--- config.mk ---
export PLATFORM = sky130hd
export DESIGN_NAME = http2_grpc_frame_classifier
export DESIGN_NICKNAME = d
export VERILOG_FILES = /design/src/sv/h2gfc_pkg.sv /design/src/sv/http2_grpc_frame_classifier.sv
export SDC_FILE = /design/constraint.sdc
export NUM_CORES = 1
export LEC_CHECK = 0
export ABC_AREA = 1
export BUFFER_PORTS_ARGS = -buffer_cell sky130_fd_sc_hd__buf_2
export CORE_UTILIZATION = 31
export CTS_CLUSTER_SIZE = 10
export DETAILED_ROUTE_END_ITERATION = 10
export RECOVER_POWER = 25
export SYNTH_ARGS = -nofsm -noshare
export SYNTH_HDL_FRONTEND = slang
export SYNTH_SLANG_ARGS = --single-unit
--- constraint.sdc ---
create_clock -name clk -period 11.24 [get_ports clk]
set_input_delay 1.124 -clock clk [delete_from_list [all_inputs] [get_ports clk]]
set_output_delay 1.124 -clock clk [all_outputs]
set_load 0.03 [all_outputs]
--- src/sv/h2gfc_pkg.sv ---
// types, codes and constants shared by the frame classifier
package h2gfc_pkg;

	localparam int unsigned POS_W    = 25;
	localparam int unsigned LEN_W    = 24;
	localparam int unsigned MSG_W    = 32;
	localparam int unsigned OUT_CNT_W = 32;

	localparam logic [POS_W-1:0] POS_MAX = {POS_W{1'b1}};
	localparam logic [POS_W-1:0] HDR_LEN = POS_W'(9);
	localparam logic [POS_W-1:0] PREFACE_SIZE = POS_W'(24);

	localparam logic [7:0] FLAG_PADDED   = 8'h08;
	localparam logic [7:0] FLAG_PRIORITY = 8'h20;

	localparam logic [LEN_W-1:0] MAX_FRAME_RESET = 24'd16384;

	// frame type codes
	localparam logic [7:0] FT_DATA          = 8'd0;
	localparam logic [7:0] FT_HEADERS       = 8'd1;
	localparam logic [7:0] FT_STREAM_RESET  = 8'd3;
	localparam logic [7:0] FT_SETTINGS      = 8'd4;
	localparam logic [7:0] FT_PING          = 8'd6;
	localparam logic [7:0] FT_GOAWAY        = 8'd7;
	localparam logic [7:0] FT_WINDOW_UPDATE = 8'd8;
	localparam logic [7:0] FT_LAST_KNOWN    = 8'd9;

	typedef enum logic [1:0] {
		ST_SUCCESS      = 2'd0,
		ST_INSUFFICIENT = 2'd1,
		ST_INVALID      = 2'd2
	} status_t;

	typedef enum logic [1:0] {
		KIND_NONE     = 2'd0,
		KIND_REQUEST  = 2'd1,
		KIND_RESPONSE = 2'd2
	} kind_t;

	// buffer state as it stands after the last byte
	typedef struct packed {
		logic [POS_W-1:0] pos;
		logic             preface_ok;
		logic [LEN_W-1:0] length;
		logic [7:0]       ftype;
		logic [7:0]       flags;
		logic             stream_zero;
		logic             stream_odd;
		logic [7:0]       pad;
		logic [MSG_W-1:0] msg_len;
		logic [7:0]       lead_byte;
	} frame_snap_t;

	function automatic logic [7:0] preface_byte(input logic [4:0] idx);
		logic [7:0] r;
		unique case (idx)
			5'd0:  r = 8'h50;
			5'd1:  r = 8'h52;
			5'd2:  r = 8'h49;
			5'd3:  r = 8'h20;
			5'd4:  r = 8'h2A;
			5'd5:  r = 8'h20;
			5'd6:  r = 8'h48;
			5'd7:  r = 8'h54;
			5'd8:  r = 8'h54;
			5'd9:  r = 8'h50;
			5'd10: r = 8'h2F;
			5'd11: r = 8'h32;
			5'd12: r = 8'h2E;
			5'd13: r = 8'h30;
			5'd14: r = 8'h0D;
			5'd15: r = 8'h0A;
			5'd16: r = 8'h0D;
			5'd17: r = 8'h0A;
			5'd18: r = 8'h53;
			5'd19: r = 8'h4D;
			5'd20: r = 8'h0D;
			5'd21: r = 8'h0A;
			5'd22: r = 8'h0D;
			5'd23: r = 8'h0A;
			default: r = 8'h00;
		endcase
		return r;
	endfunction

endpackage

--- src/sv/http2_grpc_frame_classifier.sv ---
// http/2 frame classifier with grpc message accounting, one byte per cycle
//
//  channel  | direction | handshake               | payload
//  ---------+-----------+-------------------------+-------------------------------------------
//  in       | sink      | in_valid / in_stall     | data_byte[7:0], last
//  out      | source    | out_valid / out_stall   | status, counted, message_kind, 3 totals
//  cfg      | sink      | cfg_wr_en               | cfg_wr_data[23:0] (frame size limit)
//
//  one byte request per cycle while in_stall is low; the last byte passes stage 1 and stage 2 before out_valid rises
//  stage 1 registers the byte, stage 2 holds the finished header snapshot, stage 3 is the result
//  all stages advance together; they hold only while a result sits stalled at the output
//  async reset clears buffer state, counters and the frame size limit (to 16384)
//  a buffer with no last byte keeps accumulating; its position saturates
module http2_grpc_frame_classifier #(
	parameter int unsigned COUNT_BITS = 32
) (
	input  logic        clk,
	input  logic        arst_n,
	input  logic        cfg_wr_en,
	input  logic [23:0] cfg_wr_data,
	input  logic        in_valid,
	output logic        in_stall,
	input  logic [7:0]  data_byte,
	input  logic        last,
	output logic        out_valid,
	input  logic        out_stall,
	output logic [1:0]  status,
	output logic        counted,
	output logic [1:0]  message_kind,
	output logic [31:0] call_count,
	output logic [31:0] request_byte_total,
	output logic [31:0] response_byte_total
);

	localparam int unsigned POS_W = h2gfc_pkg::POS_W;
	localparam int unsigned LEN_W = h2gfc_pkg::LEN_W;
	localparam int unsigned MSG_W = h2gfc_pkg::MSG_W;

	// pipeline advance: everything moves unless the result register is held
	logic adv;

	// stage 1: registered input byte
	logic       valid_s1;
	logic [7:0] byte_s1;
	logic       last_s1;

	// per-buffer state
	logic [POS_W-1:0] pos_q;
	logic             preface_q;
	logic [LEN_W-1:0] len_q;
	logic [7:0]       type_q;
	logic [7:0]       flags_q;
	logic [30:0]      stream_q;
	logic [7:0]       pad_q;
	logic [MSG_W-1:0] msg_q;
	logic [7:0]       first_q;
	logic [23:0]      max_frame_q;

	// next values of the buffer state for the byte in stage 1
	logic             preface_nxt;
	logic [LEN_W-1:0] len_nxt;
	logic [7:0]       type_nxt;
	logic [7:0]       flags_nxt;
	logic [30:0]      stream_nxt;
	logic [7:0]       pad_nxt;
	logic [MSG_W-1:0] msg_nxt;
	logic [7:0]       first_nxt;
	logic [POS_W-1:0] pos_nxt;
	logic [POS_W-1:0] pay_ofs;
	logic [POS_W-1:0] msg_ofs;
	logic             in_payload;
	logic             padded_cur;

	// stage 2: snapshot of the finished buffer
	logic                   valid_s2;
	h2gfc_pkg::frame_snap_t snap_s2;

	// classification of stage 2
	h2gfc_pkg::status_t st_c;
	h2gfc_pkg::kind_t   kind_c;
	logic               cnt_c;
	logic               prio_c;
	logic               padded_c;
	logic [2:0]         hdr_off;
	logic [LEN_W-1:0]   hdr_need;
	logic [LEN_W:0]     data_pad_need;
	logic [MSG_W:0]     data_msg_need;
	logic [POS_W:0]     frame_end;
	logic               tag_ok;

	// stage 3: result register
	logic               valid_s3;
	h2gfc_pkg::status_t status_s3;
	logic               counted_s3;
	h2gfc_pkg::kind_t   kind_s3;

	// running totals
	logic [COUNT_BITS-1:0] calls_q;
	logic [COUNT_BITS-1:0] req_bytes_q;
	logic [COUNT_BITS-1:0] rsp_bytes_q;

	assign adv      = !valid_s3 || !out_stall;
	assign in_stall = !adv;

	always_ff @(posedge clk or negedge arst_n) begin
		if (!arst_n) begin
			max_frame_q <= h2gfc_pkg::MAX_FRAME_RESET;
		end else if (cfg_wr_en) begin
			max_frame_q <= cfg_wr_data;
		end
	end

	always_ff @(posedge clk or negedge arst_n) begin
		if (!arst_n) begin
			valid_s1 <= 1'b0;
		end else if (adv) begin
			valid_s1 <= in_valid;
		end
	end

	always_ff @(posedge clk) begin
		if (adv && in_valid) begin
			byte_s1 <= data_byte;
			last_s1 <= last;
		end
	end

	// byte decode: header fields by position, then the few payload bytes we care about
	always_comb begin
		preface_nxt = preface_q;
		len_nxt     = len_q;
		type_nxt    = type_q;
		flags_nxt   = flags_q;
		stream_nxt  = stream_q;
		pad_nxt     = pad_q;
		msg_nxt     = msg_q;
		first_nxt   = first_q;
		padded_cur  = (flags_q & h2gfc_pkg::FLAG_PADDED) != 8'd0;
		pay_ofs     = pos_q - h2gfc_pkg::HDR_LEN;
		msg_ofs     = pay_ofs - (padded_cur ? POS_W'(1) : POS_W'(0));
		in_payload  = (pos_q >= h2gfc_pkg::HDR_LEN) && (pay_ofs < POS_W'(len_q));
		pos_nxt     = (pos_q == h2gfc_pkg::POS_MAX) ? pos_q : pos_q + POS_W'(1);

		if (pos_q < h2gfc_pkg::PREFACE_SIZE &&
		    byte_s1 != h2gfc_pkg::preface_byte(pos_q[4:0])) begin
			preface_nxt = 1'b0;
		end

		if (pos_q < POS_W'(3)) begin
			len_nxt = {len_q[15:0], byte_s1};
		end else if (pos_q == POS_W'(3)) begin
			type_nxt = byte_s1;
		end else if (pos_q == POS_W'(4)) begin
			flags_nxt = byte_s1;
		end else if (pos_q < h2gfc_pkg::HDR_LEN) begin
			stream_nxt = {stream_q[22:0], byte_s1};
		end else if (in_payload) begin
			if (type_q == h2gfc_pkg::FT_HEADERS) begin
				// pad length sits after the priority block when present
				if (padded_cur && pay_ofs ==
				    (((flags_q & h2gfc_pkg::FLAG_PRIORITY) != 8'd0) ? POS_W'(5) : POS_W'(0))) begin
					pad_nxt = byte_s1;
				end
			end else if (type_q == h2gfc_pkg::FT_DATA) begin
				if (padded_cur && pay_ofs == POS_W'(0)) begin
					pad_nxt = byte_s1;
				end else if (msg_ofs >= POS_W'(1) && msg_ofs <= POS_W'(4)) begin
					// grpc length prefix, big endian
					msg_nxt = {msg_q[MSG_W-9:0], byte_s1};
				end else if (msg_ofs == POS_W'(5)) begin
					first_nxt = byte_s1;
				end
			end
		end
	end

	always_ff @(posedge clk or negedge arst_n) begin
		if (!arst_n) begin
			pos_q     <= '0;
			preface_q <= 1'b1;
			len_q     <= '0;
			type_q    <= '0;
			flags_q   <= '0;
			stream_q  <= '0;
			pad_q     <= '0;
			msg_q     <= '0;
			first_q   <= '0;
		end else if (adv && valid_s1) begin
			if (last_s1) begin
				// buffer done: start the next one clean
				pos_q     <= '0;
				preface_q <= 1'b1;
				len_q     <= '0;
				type_q    <= '0;
				flags_q   <= '0;
				stream_q  <= '0;
				pad_q     <= '0;
				msg_q     <= '0;
				first_q   <= '0;
			end else begin
				pos_q     <= pos_nxt;
				preface_q <= preface_nxt;
				len_q     <= len_nxt;
				type_q    <= type_nxt;
				flags_q   <= flags_nxt;
				stream_q  <= stream_nxt;
				pad_q     <= pad_nxt;
				msg_q     <= msg_nxt;
				first_q   <= first_nxt;
			end
		end
	end

	always_ff @(posedge clk or negedge arst_n) begin
		if (!arst_n) begin
			valid_s2 <= 1'b0;
		end else if (adv) begin
			valid_s2 <= valid_s1 && last_s1;
		end
	end

	always_ff @(posedge clk) begin
		if (adv && valid_s1 && last_s1) begin
			snap_s2.pos         <= pos_q;
			snap_s2.preface_ok  <= preface_nxt;
			snap_s2.length      <= len_nxt;
			snap_s2.ftype       <= type_nxt;
			snap_s2.flags       <= flags_nxt;
			snap_s2.stream_zero <= stream_nxt == 31'd0;
			snap_s2.stream_odd  <= stream_nxt[0];
			snap_s2.pad         <= pad_nxt;
			snap_s2.msg_len     <= msg_nxt;
			snap_s2.lead_byte   <= first_nxt;
		end
	end

	// classification of a finished buffer; pos is the index of its last byte
	always_comb begin
		st_c     = h2gfc_pkg::ST_SUCCESS;
		kind_c   = h2gfc_pkg::KIND_NONE;
		cnt_c    = 1'b0;
		prio_c   = (snap_s2.flags & h2gfc_pkg::FLAG_PRIORITY) != 8'd0;
		padded_c = (snap_s2.flags & h2gfc_pkg::FLAG_PADDED) != 8'd0;
		hdr_off  = prio_c ? 3'd5 : 3'd0;
		hdr_need = LEN_W'(hdr_off) + LEN_W'(1) + LEN_W'(snap_s2.pad);
		// padded data: pad length byte plus trailing padding
		data_pad_need = padded_c ? (LEN_W+1)'(snap_s2.pad) + (LEN_W+1)'(1) : '0;
		// data part must hold the 5-byte prefix and the whole message
		data_msg_need = (MSG_W+1)'(snap_s2.msg_len) + (MSG_W+1)'(data_pad_need)
		              + (MSG_W+1)'(5);
		frame_end = (POS_W+1)'(snap_s2.length) + (POS_W+1)'(8);
		// protobuf tag: nonzero field number, known wire type
		tag_ok = (snap_s2.lead_byte[7:3] != 5'd0) && (snap_s2.lead_byte[2:0] <= 3'd5);

		if (snap_s2.pos < POS_W'(8)) begin
			st_c = h2gfc_pkg::ST_INSUFFICIENT;
		end else if (snap_s2.pos >= POS_W'(23) && snap_s2.preface_ok) begin
			st_c = h2gfc_pkg::ST_SUCCESS;
		end else if (snap_s2.length > max_frame_q ||
		             snap_s2.ftype > h2gfc_pkg::FT_LAST_KNOWN) begin
			st_c = h2gfc_pkg::ST_INVALID;
		end else if (snap_s2.stream_zero &&
		             !(snap_s2.ftype inside {h2gfc_pkg::FT_SETTINGS, h2gfc_pkg::FT_PING,
		                                     h2gfc_pkg::FT_GOAWAY,
		                                     h2gfc_pkg::FT_WINDOW_UPDATE})) begin
			st_c = h2gfc_pkg::ST_INVALID;
		end else if ((POS_W+1)'(snap_s2.pos) < frame_end) begin
			st_c = h2gfc_pkg::ST_INSUFFICIENT;
		end else begin
			case (snap_s2.ftype) inside
				h2gfc_pkg::FT_HEADERS: begin
					if (snap_s2.length != '0) begin
						if ((prio_c && snap_s2.length < LEN_W'(5)) ||
						    (padded_c && (LEN_W'(hdr_off) >= snap_s2.length ||
						                  hdr_need > snap_s2.length))) begin
							st_c = h2gfc_pkg::ST_INSUFFICIENT;
						end
					end
				end
				h2gfc_pkg::FT_DATA: begin
					if (snap_s2.length != '0) begin
						if (data_pad_need > (LEN_W+1)'(snap_s2.length)) begin
							st_c = h2gfc_pkg::ST_INSUFFICIENT;
						end else if (snap_s2.msg_len != '0 && tag_ok &&
						             (MSG_W+1)'(snap_s2.length) >= data_msg_need) begin
							cnt_c  = 1'b1;
							kind_c = snap_s2.stream_odd ? h2gfc_pkg::KIND_REQUEST
							                            : h2gfc_pkg::KIND_RESPONSE;
						end
					end
				end
				h2gfc_pkg::FT_STREAM_RESET, h2gfc_pkg::FT_SETTINGS, h2gfc_pkg::FT_PING,
				h2gfc_pkg::FT_GOAWAY, h2gfc_pkg::FT_WINDOW_UPDATE: begin
					cnt_c = 1'b1;
				end
				default: begin
					st_c = h2gfc_pkg::ST_SUCCESS;
				end
			endcase
		end
	end

	always_ff @(posedge clk or negedge arst_n) begin
		if (!arst_n) begin
			valid_s3    <= 1'b0;
			calls_q     <= '0;
			req_bytes_q <= '0;
			rsp_bytes_q <= '0;
		end else if (adv) begin
			valid_s3 <= valid_s2;
			if (valid_s2 && cnt_c) begin
				calls_q <= calls_q + COUNT_BITS'(1);
				if (kind_c == h2gfc_pkg::KIND_REQUEST) begin
					req_bytes_q <= req_bytes_q + COUNT_BITS'(snap_s2.msg_len);
				end else if (kind_c == h2gfc_pkg::KIND_RESPONSE) begin
					rsp_bytes_q <= rsp_bytes_q + COUNT_BITS'(snap_s2.msg_len);
				end
			end
		end
	end

	always_ff @(posedge clk) begin
		if (adv && valid_s2) begin
			status_s3  <= st_c;
			counted_s3 <= cnt_c;
			kind_s3    <= kind_c;
		end
	end

	// totals only move when a result loads, so they hold with a stalled result
	assign out_valid           = valid_s3;
	assign status              = status_s3;
	assign counted             = counted_s3;
	assign message_kind        = kind_s3;
	assign call_count          = 32'(calls_q);
	assign request_byte_total  = 32'(req_bytes_q);
	assign response_byte_total = 32'(rsp_bytes_q);

	// a counted buffer is always a successful one
	a_counted_success: assert property (@(posedge clk) disable iff (!arst_n)
		valid_s3 && counted_s3 |-> status_s3 == h2gfc_pkg::ST_SUCCESS)
		else $error("counted result without success status");

	// a message kind only comes with a counted call
	a_kind_counted: assert property (@(posedge clk) disable iff (!arst_n)
		valid_s3 && kind_s3 != h2gfc_pkg::KIND_NONE |-> counted_s3)
		else $error("message kind set on uncounted result");

	// the call counter steps by one for each counted result
	a_call_step: assert property (@(posedge clk) disable iff (!arst_n)
		adv && valid_s2 && cnt_c |=> calls_q == $past(calls_q) + COUNT_BITS'(1))
		else $error("call counter did not advance");

	// the byte position restarts after the last byte of a buffer
	a_pos_restart: assert property (@(posedge clk) disable iff (!arst_n)
		adv && valid_s1 && last_s1 |=> pos_q == '0)
		else $error("byte position not cleared after last byte");

endmodule

==> metrics.csv <==
stage,metric,value,unit
outcome,status,finished with violations,
outcome,violations,"capacitance limit, slew limit",
yosys,synth_edf_count,123,
critical_path,r2r_cells,30,
die,die_area,85300,µm²
critical_path,cpMaxStageDelayCell,clkbuf_1,
layout,stdcell_area,29300,µm²
timing,hold_viol,0,
cts,clock-sinks,384,
cts,cts.reportedPaths.clkPinSlew,0.06,ns
timing,rsz0062_at_grt,no,
layout,finalNetCount,3780,
pwr,p_per_area,143,nW/µm²
critical_path,path_cells,"clkbuf_1, clkbuf_1, buf_4",
cts,cts_made_buffers,48,
timing,fmax,134,MHz
cts,cts_setup_buffers,0,
timing,fin_setup_tns,0,ns
die,ios,141,
critical_path,cp-startpoint,arst_n,
critical_path,worstPathArrival,8.00,ns
cts,cts-resized-gates,0,
placed_design,dpl.hpwl,59500,µm
detailed_routing,viasPerCell,4.98,
yosys,synth_nets,3655,
detailed_routing,ant_nets,0,
yosys,ys_types,62,
yosys,syn_area_per_cell,7.66,µm²
critical_path,crit_type,in2async,
critical_path,reg2reg_from,snap_s2[43]$_DFFE_PP_,
worst_hold_path,hold_path.class,reg2reg,
worst_hold_path,hold_path.startpoint,valid_s2$_DFFE_PN0N_,
worst_hold_path,whs_path_depth,2,
timing,worstMarginPinSlew,4.32,ns
critical_path,path_max_fanout,75,
cts,htree_levels,2,
die,placementRows,105,
pwr,seq_power_share,0.408,
global_routing,grt_pass1_wl,125000,µm
critical_path,cp_num_cells,3,
cts,clk_latency,0.61,ns
critical_path,end_kind,async pin,
cts,ctsHoldBuffers,0,
die,die_x,292,µm
pwr,leakagePower,14.1,nW
layout,syn2layout_area_growth,12.5,%
layout,n_fill_cell,8691,
placed_design,place_congestion,0.947,
global_routing,grt_max_degree,76,
detailed_routing,drc,0,
cts,cts_tree,done,
pwr,swShare,0.344,
cts,clock_path_buffers,3,
die,initial_core_util,0.316,
global_routing,antenna_found_initial,3,
yosys,synth-seq-cells,384,
detailed_routing,dr.pass1.iters,7,
critical_path,cpLargestDelayFamily,buffers and inverters,
placed_design,io_buffers,140,
timing,period_minus_slack,7.44,ns
critical_path,cp_common_cell,clkbuf_1,
yosys,ys_warn_count,0,
placed_design,placed_area,27900,µm²
timing,skew,0.0376,ns
yosys,synth_cells,3404,
timing,hold_ws,0.476,ns
timing,finalSetupViolCount,0,
pwr,total_power,4.20,mW
detailed_routing,avgRoutedWirePerCell,17.1,µm
pwr,power.internal,2.76,mW
global_routing,first_global_vias,22100,
yosys,synthArstFlopShare,0.680,
critical_path,crit_buf_inv,3,
critical_path,start_kind,input pin,
cts,root_buffer,clkbuf_16,
flow_run,drv_cap,4,
critical_path,crit_required,11.80,ns
global_routing,overflow,0,
layout,drive_above_1_share,0.0788,
pwr,peakVddDrop,0.100,mV
die,die_y,292,µm
pwr,clock_power_share,0.352,
yosys,seq_area_frac_synth,0.392,
detailed_routing,num_vias,23100,
die,core-area,82600,µm²
timing,period_share,0.662,
global_routing,grt_use_total,0.185,
yosys,syn-cell-area,26100,µm²
timing,relSlewSlack,-1.88,
detailed_routing,finalWirelength,79200,µm
pwr,power_switching,1.44,mW
critical_path,max_stage_delay,2.96,ns
detailed_routing,drt_iter0_markers,1551,
yosys,synth_ff_type,dfrtp_1,
pwr,combPwrFrac,0.240,
timing,final_max_slew_viol_count,242,
==> worst register-to-register path, delay by kind of cell, from the launching register on <==
kind | cells | cell delay, ns
and+or+nand+nor | 18 | 2.73
AOI/OAI and AO/OA | 6 | 1.30
adders and majority gates | 3 | 1.01
buffers and inverters | 2 | 0.53
DFF | 1 | 0.46
xor gates and xnor gates | 1 | 0.18
==> per-layer routing <==
metal,track usage,up-vias,share of wire
met3,0.0218,88,0.040
met5,0,-,0.00034
met1,0.257,10900,0.47
met4,0.0409,4,0.018
li1,-,11600,-
met2,0.307,496,0.47
==> layout make-up <==
type,count,area [µm²],area share
inverters,409,1540,0.0523
repair buffers,154,785,0.0267
clock buffers,78,1360,0.0465
clock inverters,10,114,0.00388
diodes,2,5.00,0.000171
multi-input cells,2532,14000,0.476
well taps,1070,1340,0.0456
flip-flops and latches,384,10200,0.348
==> power by group through the flow <==
stage	logic [mW]	registers [mW]	clock network [mW]
5_1_grt	1.16	1.73	1.58
6_report	1.01	1.71	1.48
4_1_cts	1.01	1.71	1.52
3_5_place_dp	1.01	1.74	0
3_3_place_gp	0.993	1.74	0
2_1_floorplan	0.732	1.68	0
==> through the flow <==
stage	worst slack, ns	cells	utilization
after floorplan	5.66	3404	-
after global placement	4.88	4549	0.338
after detailed placement	4.80	4549	0.338
after CTS	4.77	4637	0.355
after global routing	2.40	4638	0.355
final	3.80	4639	0.355
==> sequential cells by signal, indices dropped and copies added, names as in the netlist, 2 cells and up <==
register,count
status,2
snap_s2,107
first_q,7
max_frame_q,24
pad_q,8
message_kind,2
response_byte_total,32
request_byte_total,32
flags_q,2
len_q,24
stream_q,31
type_q,8
byte_s1,8
pos_q,25
msg_q,32
call_count,32
==> cell families (layout without fill, tap and decap cells) <==
family / Yosys count / after routing / share of synthesized area
other: 0 / 2 / 0
AO/OA/AOI/OAI: 547 / 547 / 0.117
AND/OR/NAND/NOR: 1637 / 1637 / 0.270
buffers and inverters: 488 / 651 / 0.0726
adder cells (fa/ha/maj): 213 / 213 / 0.103
XOR/XNOR: 134 / 134 / 0.0450
flip-flops: 384 / 384 / 0.392
multiplexers: 1 / 1 / 0.000432
==> synthesized netlist by cell type, types with 9 or more instances <==
| library cell | n | area [µm²] |
|---|---|---|
| a21oi_1 | 187 | 936 |
| nor2_2 | 14 | 87.6 |
| nor2_1 | 332 | 1250 |
| nand3b_1 | 16 | 120 |
| nand2_1 | 903 | 3390 |
| a22o_1 | 15 | 131 |
| inv_2 | 13 | 48.8 |
| clkbuf_1 | 54 | 203 |
| a221oi_1 | 9 | 78.8 |
| o21ai_0 | 239 | 1200 |
| o21ai_1 | 12 | 60.1 |
| ha_1 | 210 | 2630 |
| nor4_1 | 37 | 231 |
| edfxtp_1 | 123 | 3690 |
| nor3_1 | 59 | 295 |
| dfrtp_1 | 259 | 6480 |
| xor2_1 | 83 | 727 |
| o21a_1 | 12 | 90.1 |
| inv_1 | 394 | 1480 |
| xnor2_1 | 51 | 447 |
| nand2_2 | 15 | 93.8 |
| nand3_1 | 131 | 656 |
| o22ai_1 | 16 | 100 |
| nand4_1 | 102 | 638 |
| buf_2 | 16 | 80.1 |
==> final timing paths <==
| kind | endpoint | slack, ns |
|---|---|---|
| max reg2reg | request_byte_total[29]$_DFFE_PN0P_ | 4.89 |
| min | out_valid$_DFFE_PN0N_ | 0.48 |
| min in group asynchronous | request_byte_total[4]$_DFFE_PN0P_ | 2.07 |
| max | call_count[24]$_DFFE_PN0P_ | 3.80 |
| max in group clk | request_byte_total[29]$_DFFE_PN0P_ | 4.89 |
| min reg2reg | out_valid$_DFFE_PN0N_ | 0.48 |
==> cells in the final DEF, fill, tap and decap left out, drive strengths merged, types with 102 or more instances in the layout <==
| master | n |
|---|---|
| o21ai | 256 |
| nand2 | 919 |
| nand4 | 102 |
| ha | 210 |
| nor2 | 352 |
| edfxtp | 123 |
| nand3 | 138 |
| inv | 409 |
| buf | 143 |
| dfrtp | 259 |
| a21oi | 189 |
(Power assumes the default switching activity.)
